--- config.mk ---
export PLATFORM = sky130hd
export DESIGN_NAME = gif_block_stream_filter
export DESIGN_NICKNAME = d
export VERILOG_FILES = /design/src/design/gbsf_pkg.sv /design/src/design/gbsf_parser.sv /design/src/design/gbsf_result_queue.sv /design/src/design/gif_block_stream_filter.sv
export SDC_FILE = /design/constraint.sdc
export NUM_CORES = 1
export LEC_CHECK = 0
export BUFFER_PORTS_ARGS = -buffer_cell sky130_fd_sc_hd__buf_4
export CORE_AREA = 10 10 103 105
export CTS_CLUSTER_DIAMETER = 50
export CTS_CLUSTER_SIZE = 10
export DETAILED_ROUTE_END_ITERATION = 6
export DIE_AREA = 0 0 113 115
export PLACE_DENSITY = 0.83
export SLEW_MARGIN = 15
export SYNTH_ARGS = -nofsm -noshare
export SYNTH_HDL_FRONTEND = slang
export SYNTH_SLANG_ARGS = --single-unit
--- constraint.sdc ---
create_clock -name clk_i -period 2.6 [get_ports clk_i]
set_clock_uncertainty 0.15 [all_clocks]
set_input_delay 0.26 -clock clk_i [delete_from_list [all_inputs] [get_ports clk_i]]
set_output_delay 0.26 -clock clk_i [all_outputs]
set_load 0.05 [all_outputs]
--- src/design/gbsf_pkg.sv ---
package gbsf_pkg;

  // parser phases
  localparam logic [3:0] PH_HEADER   = 4'd0;
  localparam logic [3:0] PH_SCREEN   = 4'd1;
  localparam logic [3:0] PH_GTABLE   = 4'd2;
  localparam logic [3:0] PH_BLOCK    = 4'd3;
  localparam logic [3:0] PH_IMGDESC  = 4'd4;
  localparam logic [3:0] PH_LTABLE   = 4'd5;
  localparam logic [3:0] PH_CODESIZE = 4'd6;
  localparam logic [3:0] PH_SUBSIZE  = 4'd7;
  localparam logic [3:0] PH_SUBDATA  = 4'd8;
  localparam logic [3:0] PH_EXTLABEL = 4'd9;

  // status codes
  localparam logic [1:0] STAT_RUN     = 2'd0;
  localparam logic [1:0] STAT_TRAILER = 2'd1;
  localparam logic [1:0] STAT_BADHDR  = 2'd2;
  localparam logic [1:0] STAT_BADBLK  = 2'd3;

  // stream bytes
  localparam logic [7:0] SIG_G       = 8'h47;
  localparam logic [7:0] SIG_I       = 8'h49;
  localparam logic [7:0] SIG_F       = 8'h46;
  localparam logic [7:0] BLK_IMAGE   = 8'h2c;
  localparam logic [7:0] BLK_EXT     = 8'h21;
  localparam logic [7:0] BLK_TRAILER = 8'h3b;
  localparam logic [7:0] LBL_COMMENT = 8'hfe;

  // config register indexes
  localparam int unsigned CfgIdxW   = 2;
  localparam logic [CfgIdxW-1:0] CFG_STRIP = 2'd0;
  localparam logic [CfgIdxW-1:0] CFG_PASS  = 2'd1;

  typedef struct packed {
    logic strip;
    logic pass;
  } cfg_t;

  typedef struct packed {
    logic [7:0] data;
    logic       keep;
    logic [1:0] status;
    logic       last;
  } result_t;

  typedef struct packed {
    result_t first;
    result_t second;
    logic    two;
  } step_t;

  // color table size in bytes: 3 * 2^(n+1) when the table flag is set
  function automatic logic [9:0] table_size(logic [7:0] flags);
    logic [9:0] sz;
    sz = 10'd6 << flags[2:0];
    if (!flags[7]) begin
      sz = 10'd0;
    end
    return sz;
  endfunction

  function automatic logic [7:0] sig_byte(logic [1:0] idx);
    logic [7:0] c;
    case (idx)
      2'd0:    c = SIG_G;
      2'd1:    c = SIG_I;
      default: c = SIG_F;
    endcase
    return c;
  endfunction

endpackage

--- src/design/gbsf_parser.sv ---
module gbsf_parser (
  input  logic                  clk_i,
  input  logic                  rst_ni,
  input  logic                  accept_i,
  input  logic [7:0]            in_byte_i,
  input  gbsf_pkg::cfg_t        cfg_i,
  output gbsf_pkg::step_t       step_o
);

  logic [3:0] phase_q, phase_d;
  logic [3:0] cnt_q, cnt_d;
  logic [9:0] tbl_q, tbl_d;
  logic [7:0] sub_q, sub_d;
  logic       first_q, first_d;
  logic       drop_q, drop_d;
  logic [1:0] status_q, status_d;

  logic       keep;
  logic       pair;
  logic [9:0] tbl_dec;
  logic [7:0] sub_dec;
  logic [7:0] b;

  assign b       = in_byte_i;
  assign tbl_dec = (tbl_q != 10'd0) ? tbl_q - 10'd1 : 10'd0;
  assign sub_dec = sub_q - 8'd1;

  always_comb begin
    phase_d  = phase_q;
    cnt_d    = cnt_q;
    tbl_d    = tbl_q;
    sub_d    = sub_q;
    first_d  = first_q;
    drop_d   = drop_q;
    status_d = status_q;
    keep     = 1'b0;
    pair     = 1'b0;
    if (status_q == gbsf_pkg::STAT_RUN) begin
      case (phase_q)
        gbsf_pkg::PH_HEADER: begin
          if (cnt_q < 4'd3 && b != gbsf_pkg::sig_byte(cnt_q[1:0])) begin
            status_d = gbsf_pkg::STAT_BADHDR;
          end else begin
            keep = 1'b1;
            if (cnt_q >= 4'd5) begin
              cnt_d   = 4'd0;
              phase_d = gbsf_pkg::PH_SCREEN;
            end else begin
              cnt_d = cnt_q + 4'd1;
            end
          end
        end
        gbsf_pkg::PH_SCREEN: begin
          keep = 1'b1;
          if (cnt_q == 4'd4) begin
            tbl_d = gbsf_pkg::table_size(b);
          end
          if (cnt_q >= 4'd6) begin
            cnt_d   = 4'd0;
            phase_d = (tbl_q != 10'd0) ? gbsf_pkg::PH_GTABLE : gbsf_pkg::PH_BLOCK;
          end else begin
            cnt_d = cnt_q + 4'd1;
          end
        end
        gbsf_pkg::PH_GTABLE, gbsf_pkg::PH_LTABLE: begin
          keep  = 1'b1;
          tbl_d = tbl_dec;
          if (tbl_dec == 10'd0) begin
            phase_d = (phase_q == gbsf_pkg::PH_GTABLE) ? gbsf_pkg::PH_BLOCK
                                                       : gbsf_pkg::PH_CODESIZE;
          end
        end
        gbsf_pkg::PH_IMGDESC: begin
          keep = 1'b1;
          if (cnt_q >= 4'd9) begin
            tbl_d   = gbsf_pkg::table_size(b);
            cnt_d   = 4'd0;
            phase_d = (gbsf_pkg::table_size(b) != 10'd0) ? gbsf_pkg::PH_LTABLE
                                                         : gbsf_pkg::PH_CODESIZE;
          end else begin
            cnt_d = cnt_q + 4'd1;
          end
        end
        gbsf_pkg::PH_CODESIZE: begin
          keep    = 1'b1;
          first_d = 1'b0;
          phase_d = gbsf_pkg::PH_SUBSIZE;
        end
        gbsf_pkg::PH_SUBSIZE: begin
          keep = !drop_q;
          if (b != 8'd0) begin
            sub_d   = b;
            first_d = 1'b0;
            phase_d = gbsf_pkg::PH_SUBDATA;
          end else if (first_q) begin
            // zero-length first sub-block of a non-comment extension
            first_d = 1'b0;
          end else begin
            drop_d  = 1'b0;
            phase_d = gbsf_pkg::PH_BLOCK;
          end
        end
        gbsf_pkg::PH_SUBDATA: begin
          keep  = !drop_q;
          sub_d = sub_dec;
          if (sub_dec == 8'd0) begin
            phase_d = gbsf_pkg::PH_SUBSIZE;
          end
        end
        gbsf_pkg::PH_EXTLABEL: begin
          phase_d = gbsf_pkg::PH_SUBSIZE;
          if (b == gbsf_pkg::LBL_COMMENT && cfg_i.strip) begin
            drop_d  = 1'b1;
            first_d = 1'b0;
          end else begin
            drop_d  = 1'b0;
            first_d = (b != gbsf_pkg::LBL_COMMENT);
            pair    = cfg_i.pass;
          end
        end
        default: begin
          // block introducer
          if (b == gbsf_pkg::BLK_IMAGE) begin
            keep    = 1'b1;
            cnt_d   = 4'd1;
            phase_d = gbsf_pkg::PH_IMGDESC;
          end else if (b == gbsf_pkg::BLK_EXT) begin
            phase_d = gbsf_pkg::PH_EXTLABEL;
          end else if (b == gbsf_pkg::BLK_TRAILER) begin
            keep     = 1'b1;
            status_d = gbsf_pkg::STAT_TRAILER;
          end else begin
            status_d = gbsf_pkg::STAT_BADBLK;
          end
        end
      endcase
    end
  end

  // held introducer goes out ahead of the label
  always_comb begin
    step_o.two           = pair;
    step_o.second.data   = b;
    step_o.second.keep   = 1'b1;
    step_o.second.status = status_d;
    step_o.second.last   = 1'b1;
    if (pair) begin
      step_o.first.data = gbsf_pkg::BLK_EXT;
      step_o.first.keep = 1'b1;
      step_o.first.last = 1'b0;
    end else begin
      step_o.first.data = (keep && cfg_i.pass) ? b : 8'd0;
      step_o.first.keep = keep && cfg_i.pass;
      step_o.first.last = 1'b1;
    end
    step_o.first.status = status_d;
  end

  always_ff @(posedge clk_i or negedge rst_ni) begin
    if (!rst_ni) begin
      phase_q  <= gbsf_pkg::PH_HEADER;
      cnt_q    <= 4'd0;
      tbl_q    <= 10'd0;
      sub_q    <= 8'd0;
      first_q  <= 1'b0;
      drop_q   <= 1'b0;
      status_q <= gbsf_pkg::STAT_RUN;
    end else if (accept_i) begin
      phase_q  <= phase_d;
      cnt_q    <= cnt_d;
      tbl_q    <= tbl_d;
      sub_q    <= sub_d;
      first_q  <= first_d;
      drop_q   <= drop_d;
      status_q <= status_d;
    end
  end

endmodule

--- src/design/gbsf_result_queue.sv ---
module gbsf_result_queue (
  input  logic                clk_i,
  input  logic                rst_ni,
  input  logic                push_i,
  input  gbsf_pkg::step_t     step_i,
  output logic                room_o,
  output logic                out_valid_o,
  input  logic                out_ready_i,
  output gbsf_pkg::result_t   out_o
);

  localparam int unsigned Depth = 3;

  gbsf_pkg::result_t slot_q [Depth];
  gbsf_pkg::result_t slot_d [Depth];
  logic [1:0] cnt_q, cnt_d;
  logic [1:0] base;
  logic       pop;

  assign pop         = (cnt_q != 2'd0) && out_ready_i;
  assign room_o      = (cnt_q <= 2'd1);
  assign out_valid_o = (cnt_q != 2'd0);
  assign out_o       = slot_q[0];
  assign base        = cnt_q - {1'b0, pop};

  always_comb begin
    for (int i = 0; i < Depth; i++) begin
      slot_d[i] = (pop && i < Depth - 1) ? slot_q[i+1] : slot_q[i];
      if (push_i && 2'(i) == base) begin
        slot_d[i] = step_i.first;
      end
      if (push_i && step_i.two && 2'(i) == base + 2'd1) begin
        slot_d[i] = step_i.second;
      end
    end
    cnt_d = base;
    if (push_i) begin
      cnt_d = base + (step_i.two ? 2'd2 : 2'd1);
    end
  end

  always_ff @(posedge clk_i) begin
    for (int i = 0; i < Depth; i++) begin
      slot_q[i] <= slot_d[i];
    end
  end

  always_ff @(posedge clk_i or negedge rst_ni) begin
    if (!rst_ni) begin
      cnt_q <= 2'd0;
    end else begin
      cnt_q <= cnt_d;
    end
  end

endmodule

--- src/design/gif_block_stream_filter.sv ---
// GIF block stream filter.
// Input channel: one file byte per request on in_byte_i (in_valid_i/in_ready_o).
// Output channel: one result per request (out_valid_o/out_ready_i) carrying the
// echoed byte, its byte_valid flag, the sticky parse status and a last flag
// marking the final result of an input byte.
// Config port: cfg_we_i writes cfg_data_i to register cfg_idx_i (0 strips
// comment extensions, 1 enables echo); write only while the block is idle.
// A result enters the result queue when its byte is accepted and is presented
// once earlier results drain; one byte per cycle while the receiver keeps up.
// A kept extension label yields two results (held introducer then label); the
// 3-entry result queue then holds two and in_ready_o drops while one drains.
// When the receiver stalls, results collect in the queue; in_ready_o goes low
// once two are waiting, so nothing is lost.
// Reset empties the queue, returns the parser to the header phase with status
// running, clears strip and sets pass enable.
module gif_block_stream_filter (
  input  logic                          clk_i,
  input  logic                          rst_ni,
  input  logic                          in_valid_i,
  output logic                          in_ready_o,
  input  logic [7:0]                    in_byte_i,
  output logic                          out_valid_o,
  input  logic                          out_ready_i,
  output logic [7:0]                    out_byte_o,
  output logic                          byte_valid_o,
  output logic [1:0]                    status_o,
  output logic                          last_o,
  input  logic                          cfg_we_i,
  input  logic [gbsf_pkg::CfgIdxW-1:0]  cfg_idx_i,
  input  logic                          cfg_data_i
);

  gbsf_pkg::cfg_t    cfg_q;
  gbsf_pkg::step_t   step;
  gbsf_pkg::result_t res;
  logic              accept;

  assign accept = in_valid_i && in_ready_o;

  always_ff @(posedge clk_i or negedge rst_ni) begin
    if (!rst_ni) begin
      cfg_q.strip <= 1'b0;
      cfg_q.pass  <= 1'b1;
    end else if (cfg_we_i) begin
      if (cfg_idx_i == gbsf_pkg::CFG_STRIP) begin
        cfg_q.strip <= cfg_data_i;
      end
      if (cfg_idx_i == gbsf_pkg::CFG_PASS) begin
        cfg_q.pass <= cfg_data_i;
      end
    end
  end

  gbsf_parser u_parser (
    .clk_i     (clk_i),
    .rst_ni    (rst_ni),
    .accept_i  (accept),
    .in_byte_i (in_byte_i),
    .cfg_i     (cfg_q),
    .step_o    (step)
  );

  gbsf_result_queue u_queue (
    .clk_i       (clk_i),
    .rst_ni      (rst_ni),
    .push_i      (accept),
    .step_i      (step),
    .room_o      (in_ready_o),
    .out_valid_o (out_valid_o),
    .out_ready_i (out_ready_i),
    .out_o       (res)
  );

  assign out_byte_o   = res.data;
  assign byte_valid_o = res.keep;
  assign status_o     = res.status;
  assign last_o       = res.last;

  // a non-final result is always the held extension introducer
  a_pair_head: assert property (@(posedge clk_i) disable iff (!rst_ni)
    out_valid_o && !last_o |-> byte_valid_o && out_byte_o == gbsf_pkg::BLK_EXT)
    else $error("non-final result is not the extension introducer");

  // the label of a pair is queued together with its introducer
  a_pair_tail: assert property (@(posedge clk_i) disable iff (!rst_ni)
    out_valid_o && out_ready_i && !last_o |=> out_valid_o)
    else $error("second result of a pair missing");

  // status never leaves an error or trailer state
  a_sticky: assert property (@(posedge clk_i) disable iff (!rst_ni)
    out_valid_o && out_ready_i && status_o != gbsf_pkg::STAT_RUN
    |=> !out_valid_o || status_o == $past(status_o))
    else $error("status changed after it stuck");

  // a byte is accepted only when the queue can take a pair
  a_no_accept_full: assert property (@(posedge clk_i) disable iff (!rst_ni)
    out_valid_o && !out_ready_i && !last_o |=> !in_ready_o)
    else $error("input accepted while queue full");

endmodule
; ---- Word-level counts from Yosys, hierarchy flattened
; Memories as Yosys holds them, arrays and structs flattened.
; Index checks and enable logic that the tools add are counted.
[op_classes]
add_sub_neg = 6
n_mul = 0
div = 0
order_cmp = 5
n_eq_ne = 32
shifts = 1
n_mux = 66
n_bitwise = 1
reduce_logical = 46
[op_table]
columns = cell, n
row1 = two-way mux 12 bit, 8
row2 = two-way mux 10 bit, 6
row3 = two-way mux 4 bit, 15
row4 = two-way mux 8 bit, 4
row5 = case mux 10 bit (3 select lines), 1
row6 = case mux 4 bit (7 select lines), 1
row7 = "== test 8 x 6 -> 1 bit, second input constant", 3
row8 = "== test 4 x 3 -> 1 bit, second input constant", 5
row9 = nonzero test 10 bit, 2
row10 = two-way mux 2 bit, 8
row11 = case mux 4 bit (4 select lines), 1
row12 = case mux 8 bit (2 select lines), 1
row13 = AND reduction 5 bit, 3
row14 = two-way mux 1 bit, 14
row15 = "inequality test 2 x 1 -> 1 bit, second input constant", 7
row16 = logical AND 1 bit, 12
row17 = zero test 10 bit, 1
row18 = zero test 2 bit, 5
row19 = AND reduction 10 bit, 1
row20 = "left shift 3 x 3 -> 10 bit, first input constant", 1
row21 = "subtractor 10 x 1 -> 10 bit, second input constant", 1
row22 = two-way mux 9 bit, 1
row23 = nonzero test 9 bit, 1
row24 = "== test 4 bit, second input constant", 2
row25 = other kinds (39), 53
[word_totals]
regBits = 34
latch_bits = 0
ramBits = 36
rom_bits = 0
input_bits = 16
out_inout_bits = 14
wordCells = 168
mem_count = 1
[mem_list]
columns = memory, words, width, read_ports, rd_clocked_by_memory_dff, wr, line_no
row1 = u_queue.slot_q, 3, 12, 3, 0, 3, gbsf_result_queue.sv:14  ; gbsf_pkg::result_t slot_q [Depth];

; ---- Longest topological paths before layout
; Gate-level depths: netlist (run 1).
[depth]
depth_word = 14
depth_mapped = 10
depth_no_buf = 10

; ---- Cells and area by module
; From an unflattened synthesis (run 1), not the netlist that was laid out.
[unflattened]
cells_unflattened = 543
hier_area_um2 = 5142.4
[by_module_without_submodules]
columns = module, instances, cells_per_inst, area_each_um2, seq_area_each_um2
row1 = gbsf_parser, 1, 359, 2855.2, 750.7
row2 = gbsf_result_queue, 1, 177, 2192.1, 1131.1
row3 = gif_block_stream_filter, 1, 7, 95.1, 51.3

; ---- Worst setup path after synthesis (run 1)
; No wires, ideal clock.
[synth_timing]
kind = reg-to-reg
start = reg u_queue.cnt_q[1] (netlist name)
end = mem u_queue.slot_q[0][25] (netlist name) (enable)
setup_ns = 0.334
t_arrival_ns = 2.325
t_required_ns = 2.116
slack_ns = -0.209
path_stages_with_launch = 9
path_buffers = 1
period_less_slack_ns = 2.809
cell_sequence = dfrtp_1 > or2_2 > nand2_1 > inv_1 > ha_1 > clkbuf_1 > nor3_1 > o21ai_0 > inv_1
[synth_rtl]
columns = element, line_no
row1 = to (decl), gbsf_result_queue.sv:14

==> results of run 1 <==
## state kept, by name, summed over array words and instances, names as in the netlist, 2 cells and up
register,count
cfg_q,2
u_parser.cnt_q,4
u_parser.phase_q,4
u_parser.status_q,2
u_parser.sub_q,8
u_parser.tbl_q,10
u_queue.cnt_q,2
u_queue.slot_q,36
## logic make-up after synthesis
| family | after synthesis | synth area share, % |
|---|---|---|
| fa+ha+maj | 14 | 3.77 |
| xor+xnor | 6 | 1.13 |
| flops | 70 | 40.4 |
| mux | 14 | 3.42 |
| simple gates | 173 | 19.9 |
| buf+inv | 65 | 7.03 |
| compound gates | 174 | 24.4 |
## path summary, 6_finish.rpt
kind / startpoint / to / slack [ps] / cells past startpoint
min: in_valid_i / u_queue.cnt_q[1] / 60 / 3
min in group asynchronous: rst_ni / u_parser.tbl_q[9] / 240 / 2
min reg2reg: u_queue.slot_q[0][13] / u_queue.slot_q[0][1] / 390 / 2
max in group asynchronous: rst_ni / cfg_q[0] / 1700 / 2
max: u_queue.cnt_q[1] / u_queue.slot_q[0][25] / 50 / 9
max reg2reg: u_queue.cnt_q[1] / u_queue.slot_q[0][25] / 50 / 9
## Yosys cell counts (5+ instances only)
master and number:
a211oi_1 8, a21boi_0 6, a21o_1 5, a21oi_1 36, a22o_1 8, a22oi_1 14, a31oi_1 8, and3_1 5
buf_4 10, clkbuf_1 26, dfrtp_1 33, dfxtp_1 6, edfxtp_1 30, ha_1 14, inv_1 19, mux2i_1 8
nand2_1 42, nand3_1 19, nand4_1 6, nor2_1 39, nor3_1 14, nor3b_1 5, nor4_1 5, nor4b_1 6
o21ai_0 48, xnor2_1 5
## metrics by stage
stage / setup slack, ps / hold slack [ps] / instances
after floorplan: 3.29 / -186 / 516
after global placement: 72.5 / 83.5 / 664
after detailed placement: -4.16 / 93.0 / 664
after CTS: 16.1 / 50.4 / 684
after global routing: -63.1 / 68.0 / 689
final: 51.3 / 56.4 / 689
## layout make-up
| cell class | count | area [um2] | share of cell area (%) |
|---|---|---|---|
| tap | 108 | 135 | 2.43 |
| timing repair buffer | 94 | 727 | 13.1 |
| clock inverter | 5 | 60.1 | 1.08 |
| multi-input combinational | 381 | 2560 | 46.0 |
| sequential | 70 | 1880 | 33.7 |
| clock buffer | 11 | 131 | 2.36 |
| timing repair inverter | 1 | 5.00 | 0.0899 |
| inverter | 19 | 71.3 | 1.28 |
## power by group
part           switching (mW)  internal (mW)  total [mW]
registers               0.301           1.60        1.90
logic                    2.10           1.49        3.59
clock network           0.445          0.446       0.891
total                    2.85           3.53        6.38
## per-layer routing
layer	part of all wire [%]	global-route usage [%]
met1	41	22.8
met2	48	31.1
met3	8.2	4.27
met4	2.2	6.68
met5	0	0
## tightest hold or removal path, delay by kind of cell
kind,cells,cell delay (ps)
AO/OA/AOI/OAI,1,70
buffers and inverters,1,90
XOR/XNOR,1,120
## repair_timing
item | in CTS | in global routing
endpoints found under the setup margin | 6 | 48
pin swaps | 0 | 6
hold endpoints to repair | 35 | 0
resized for setup | 2 | 25
hold buffers | 2 | 0
setup buffers | 2 | 4
cloned | 0 | 1
==> metrics.md, run 1 <==
| Metric | Value |
|---|---|
| Status | finished, final reports clean |
| Netlist cell types | between 70 and 80 |
| Slowest cell on crit path | dfrtp_1 |
| PortBufs | 29 |
| Worst min path class | in -> reg |
| RSZ-0062 raised after global routing | yes |
| Largest net degree at the start of global routing | 35 |
| Post-synth EDFFs | 30 |
| Asr flop ratio synth | between 40% and 50% |
| Setup-failing EPs final | 0 |
| Crit-path max cell delay | 410 ps |
| Setup TNS | 0 ps |
| Worst VDD drop | between 0.0006 and 0.0007 V |
| Final Power | 6.38 mW |
| Share of layout cells above drive strength 1 | about 26% |
| #FFs+latches synth | 70 |
| GRT overflow | 0 |
| Worst-Margin Slew | between 400 and 500 ps |
| Final Instance Area | 0.00556 mm2 |
| Most common cell after layout, fill and taps aside | buf_4 |
| Final Util | 65.1% |
| Largest fanout on the critical path | 19 |
| Power Density | between 1000 and 1500 mW/mm2 |
| N_diodes | 0 |
| Clk root buf | clkbuf_8 |
| Layout fillers | around 650 |
| Layout area overhead | 19.9% |
| Synth area leader | edfxtp_1 |
| Total CTS buffers | 9 |
| Detail Placement HPWL | ~8900 um |
| Crit path capture type | flop |
| Row cnt | 34 |
| Top cells by area, synth | edfxtp_1, dfrtp_1, o21ai_0 |
| First-pass GRT wire length | about 20,000 um |
| Post-synthesis sequential area ratio | 40.4% |
| Initial antenna violation count | 0 |
| DIE AREA | 0.0130 mm2 |
| DRC viols | 0 |
| CP Data Arrival Time | 2530 ps |
| CTS max path bufs | 2 |
| Net count, final | slightly above 600 |
| DRT Pass-1 Iters | 6 |
| Core Region | 0.00855 mm2 |
| DR vias/cell | between 6 and 7 |
| Primary FF master, synth | dfrtp_1 |
| Clock Pin Slew Worst Setup and Hold Paths | 80 ps |
| DR vias | 4,356 |
| Pleak | around 2.3 nW |
| Setup CP Type | reg -> reg |
| Vias in the first global route | about 4,200 |
| Yosys top cell area share | roughly 19% |
| Routed wire length | ~12,000 um |
| Max frequency | between 0.3 and 0.4 GHz |
| Post-route minimum period | 2550 ps |
| Period Utilization, post-route | a little over nine tenths |
| Slew Limit Fails | 0 |
| Drt wl/cell | 18.1 um |
| CP startpoint kind | flop |
| Fin. Hold Viols | 0 |
| IO Pins | 30 |
| Post-synthesis net count | roughly 550 |
| H-tree levels | 3 |
| # clock sinks | 70 |
| Crit path buf inv count | 4 |
| Ys Warns | 0 |
| Final ANT Viol Nets | 0 |
| Initial DRC Count | roughly 470 |
| Max_cap viols | 0 |
| Gr usage total | between 15 and 20% |
| CTS tree | yes |
| Syn Std Cell Area | between 0.004 and 0.005 mm2 |
| Largest delay share family, worst path | buffers and inverters |
| Gate Count Post-Synth | a little over 500 |
| Placer Congestion | 0.976 |
| CP Cell Sequence | or2_4 -> nand2_2 -> inv_1 -> ha_1 -> buf_6 -> and2_1 -> o21ai_2 -> clkinvlp_2 -> buf_4 |
| Slew headroom | between 60% and 70% |
| Cell area after placement | 0.00521 mm2 |
| Worst EP required | 2580 ps |
| Width of the die | around 110 um |
| Syn avg cell area | around 9 um2 |
| Clk Latency, worst-skew pair | around 360 ps |
| Initial Util | 54.3% |
| Most frequent cells in the layout | buf_4, o21ai_0, nand2_1, nor2_1, a21oi_1 |
| Height of the die | between 100 and 150 um |
Power figures use the tool's default switching activity.
==> run 2, diff against run 1 <==
GPL_TIMING_DRIVEN = 0   (was not set)
MAX_ROUTING_LAYER = met4   (was not set)
==> run 2 against run 1 <==
Effect of this change: the run now ends with negative setup slack left; wire length rose by 4.0%; final cell count down 1.9%; combinational power barely moved; core utilization decreased by 0.57 points; cell area down 0.88%; global-route usage increased by 1.2 points; sequential share of layout area rose by 0.34 points; non-clock buffer count decreased by 13; sequential cell count did not move; largest cell class unchanged; largest power group unchanged.
==> metrics.md, run 2 (synthesis gave the netlist of run 1 again) <==
| Metric | Value |
|---|---|
| Status | finished, violations left |
| Failing checks | negative setup slack |
| CP Data Arrival Time | about 2800 ps |
| RSZ-0062 raised after global routing | yes |
| Final ANT Viol Nets | 0 |
| Routed wire length | 13,000 um |
| IO Pins | 30 |
| Worst min path class | in -> reg |
| Most frequent cells in the layout | buf_4, o21ai_0, nand2_1, a21oi_1, nor2_1 |
| Core Region | approximately 0.0086 mm2 |
| Largest net degree at the start of global routing | 35 |
| CP Cell Sequence | or4_4 -> nor3_4 -> a221o_1 -> o21ai_1 -> or4b_4 -> mux2_4 |
| Final Power | roughly 6.4 mW |
| H-tree levels | 3 |
| Clock Pin Slew Worst Setup and Hold Paths | around 90 ps |
| Worst EP required | between 2000 and 3000 ps |
| Biggest regs | u_queue.slot_q: 36 flops, u_parser.tbl_q: 10 flops, u_parser.sub_q: 8 flops |
| Crit path buf inv count | 0 |
| Worst Hold End | u_queue.cnt_q[1] |
| Width of the die | about 110 um |
| Fin. Hold Viols | 0 |
| Reg2reg path depth | 6 |
| Vias in the first global route | 4,193 |
| Share of layout cells above drive strength 1 | between 20% and 30% |
| Max_cap viols | 0 |
| Largest register by flop count | u_queue.slot_q |
| DR vias | roughly 4,400 |
| Max frequency | between 0.3 and 0.4 GHz |
| # clock sinks | 70 |
| Final Util | between 60% and 70% |
| Initial DRC Count | between 400 and 500 |
| Post-route minimum period | about 2700 ps |
| Reg2reg start | u_parser.tbl_q[3] |
| Hold_ws | between 70 and 80 ps |
| Layout fillers | between 600 and 700 |
| Worst-Margin Slew | 576 ps |
| Setup CP Type | reg -> reg |
| Largest delay share family, worst path | simple AND/OR/NAND/NOR gates |
| Max reg flops | 36 |
| N_diodes | 0 |
| DRC viols | 0 |
| Slew headroom | approximately three fifths |
| Final Instance Area | around 0.0055 mm2 |
| Total CTS buffers | 9 |
| GRT overflow | 0 |
| CTS tree | yes |
| DR vias/cell | between 6 and 7 |
| DIE AREA | 0.0130 mm2 |
| Height of the die | 115 um |
| Power Density | approximately 1200 mW/mm2 |
| Row cnt | 34 |
| Slew Limit Fails | 0 |
| Pleak | around 2.2 nW |
| Period Utilization, post-route | 103% |
| Initial Util | a little over half |
| Hold_sp | in_valid_i |
| Net count, final | a little under 600 |
| Clk root buf | clkbuf_8 |
| Crit path capture type | flop |
| Cell area after placement | roughly 0.005 mm2 |
| PortBufs | 26 |
| Gr usage total | 19.7% |
| Largest fanout on the critical path | 9 |
| First-pass GRT wire length | around 21,000 um |
| Most common cell after layout, fill and taps aside | buf_4 |
| Layout area overhead | 18.8% |
| Drt wl/cell | about 19 um |
| DRT Pass-1 Iters | 5 |
| Critical Path Stages | 6 |
| Detail Placement HPWL | 8800 um |
| Pre-CTS WS | -679 ps |
| Final worst slack | -66.7 ps |
| CP startpoint kind | flop |
| Initial antenna violation count | 0 |
| Clk Latency, worst-skew pair | between 300 and 400 ps |
| Worst VDD drop | 0.000664 V |
| Hold Path Stages | 3 |
| Setup-failing EPs final | 3 |
| Flop2flop setup slack | -70 ps |
| CTS max path bufs | 2 |
| Placer Congestion | 0.955 |
| Slowest cell on crit path | or4b_4 |
| Reg-to-Reg End | u_parser.phase_q[0] |
| Crit-path max cell delay | a little over 600 ps |
-- run 2: cell types whose count changed in the layout (fill, tap and decap cells not counted), moves of 4 or more --
cell	before	now
clkbuf_1	2	12
clkbuf_2	0	5
nor2_1	38	34
buf_6	1	5
buf_2	0	5
buf_4	90	49
-- run 2: area by class of cell --
type,instances,area (um2),share of cell area [%]
Inverter,19,71.3,1.29
Timing Repair inverter,1,7.51,0.136
Clock inverter,7,58.8,1.07
Timing Repair Buffer,41,313,5.67
Tap cell,108,135,2.45
Buffer,40,263,4.76
Clock buffer,9,124,2.25
Sequential cell,70,1880,34.1
Multi-Input combinational cell,381,2670,48.3
-- run 2: worst max-delay path by stage --
stage,start,to,slack [ps]
after floorplan,u_parser.tbl_q[0],u_parser.phase_q[0],3
after global placement,in_byte_i[1],u_parser.phase_q[0],-720
after detailed placement,in_byte_i[1],u_parser.phase_q[0],-680
after CTS,u_parser.tbl_q[5],u_parser.phase_q[0],-40
after global routing,u_parser.tbl_q[5],u_parser.phase_q[0],-130
final,u_parser.tbl_q[3],u_parser.phase_q[0],-70
-- run 2: per-layer routing --
layer	routed length, um	GRT usage, %
met1	5240	23.4
met2	6380	32.5
met3	1050	4.38
met4	318	6.85
met5	0	-
-- run 2: report_power, final --
part	internal, mW	switching (mW)
clock	0.359	0.484
combinational	1.44	2.19
sequential	1.60	0.345
-- run 2: per-stage QoR --
step           instances  setup TNS [ps]
2_1_floorplan        516               0
6_report             676            -190
5_1_grt              676            -373
4_1_cts              671            -116
3_3_place_gp         650          -28400
3_5_place_dp         650          -31450
-- run 2: tightest hold or removal path, stage by stage --
cell     delay (ps)
buf_4            90
a21oi_1          60
xnor2_1         130
-- run 2: timing repair --
| item | in CTS | in global routing |
|---|---|---|
| setup buffers | 7 | 6 |
| pin swaps | 6 | 5 |
| setup endpoints to repair | 75 | 75 |
| hold endpoints to repair | 35 | 0 |
| gates resized for setup | 42 | 37 |
| hold buffers | 2 | 0 |
| cloned | 1 | 0 |
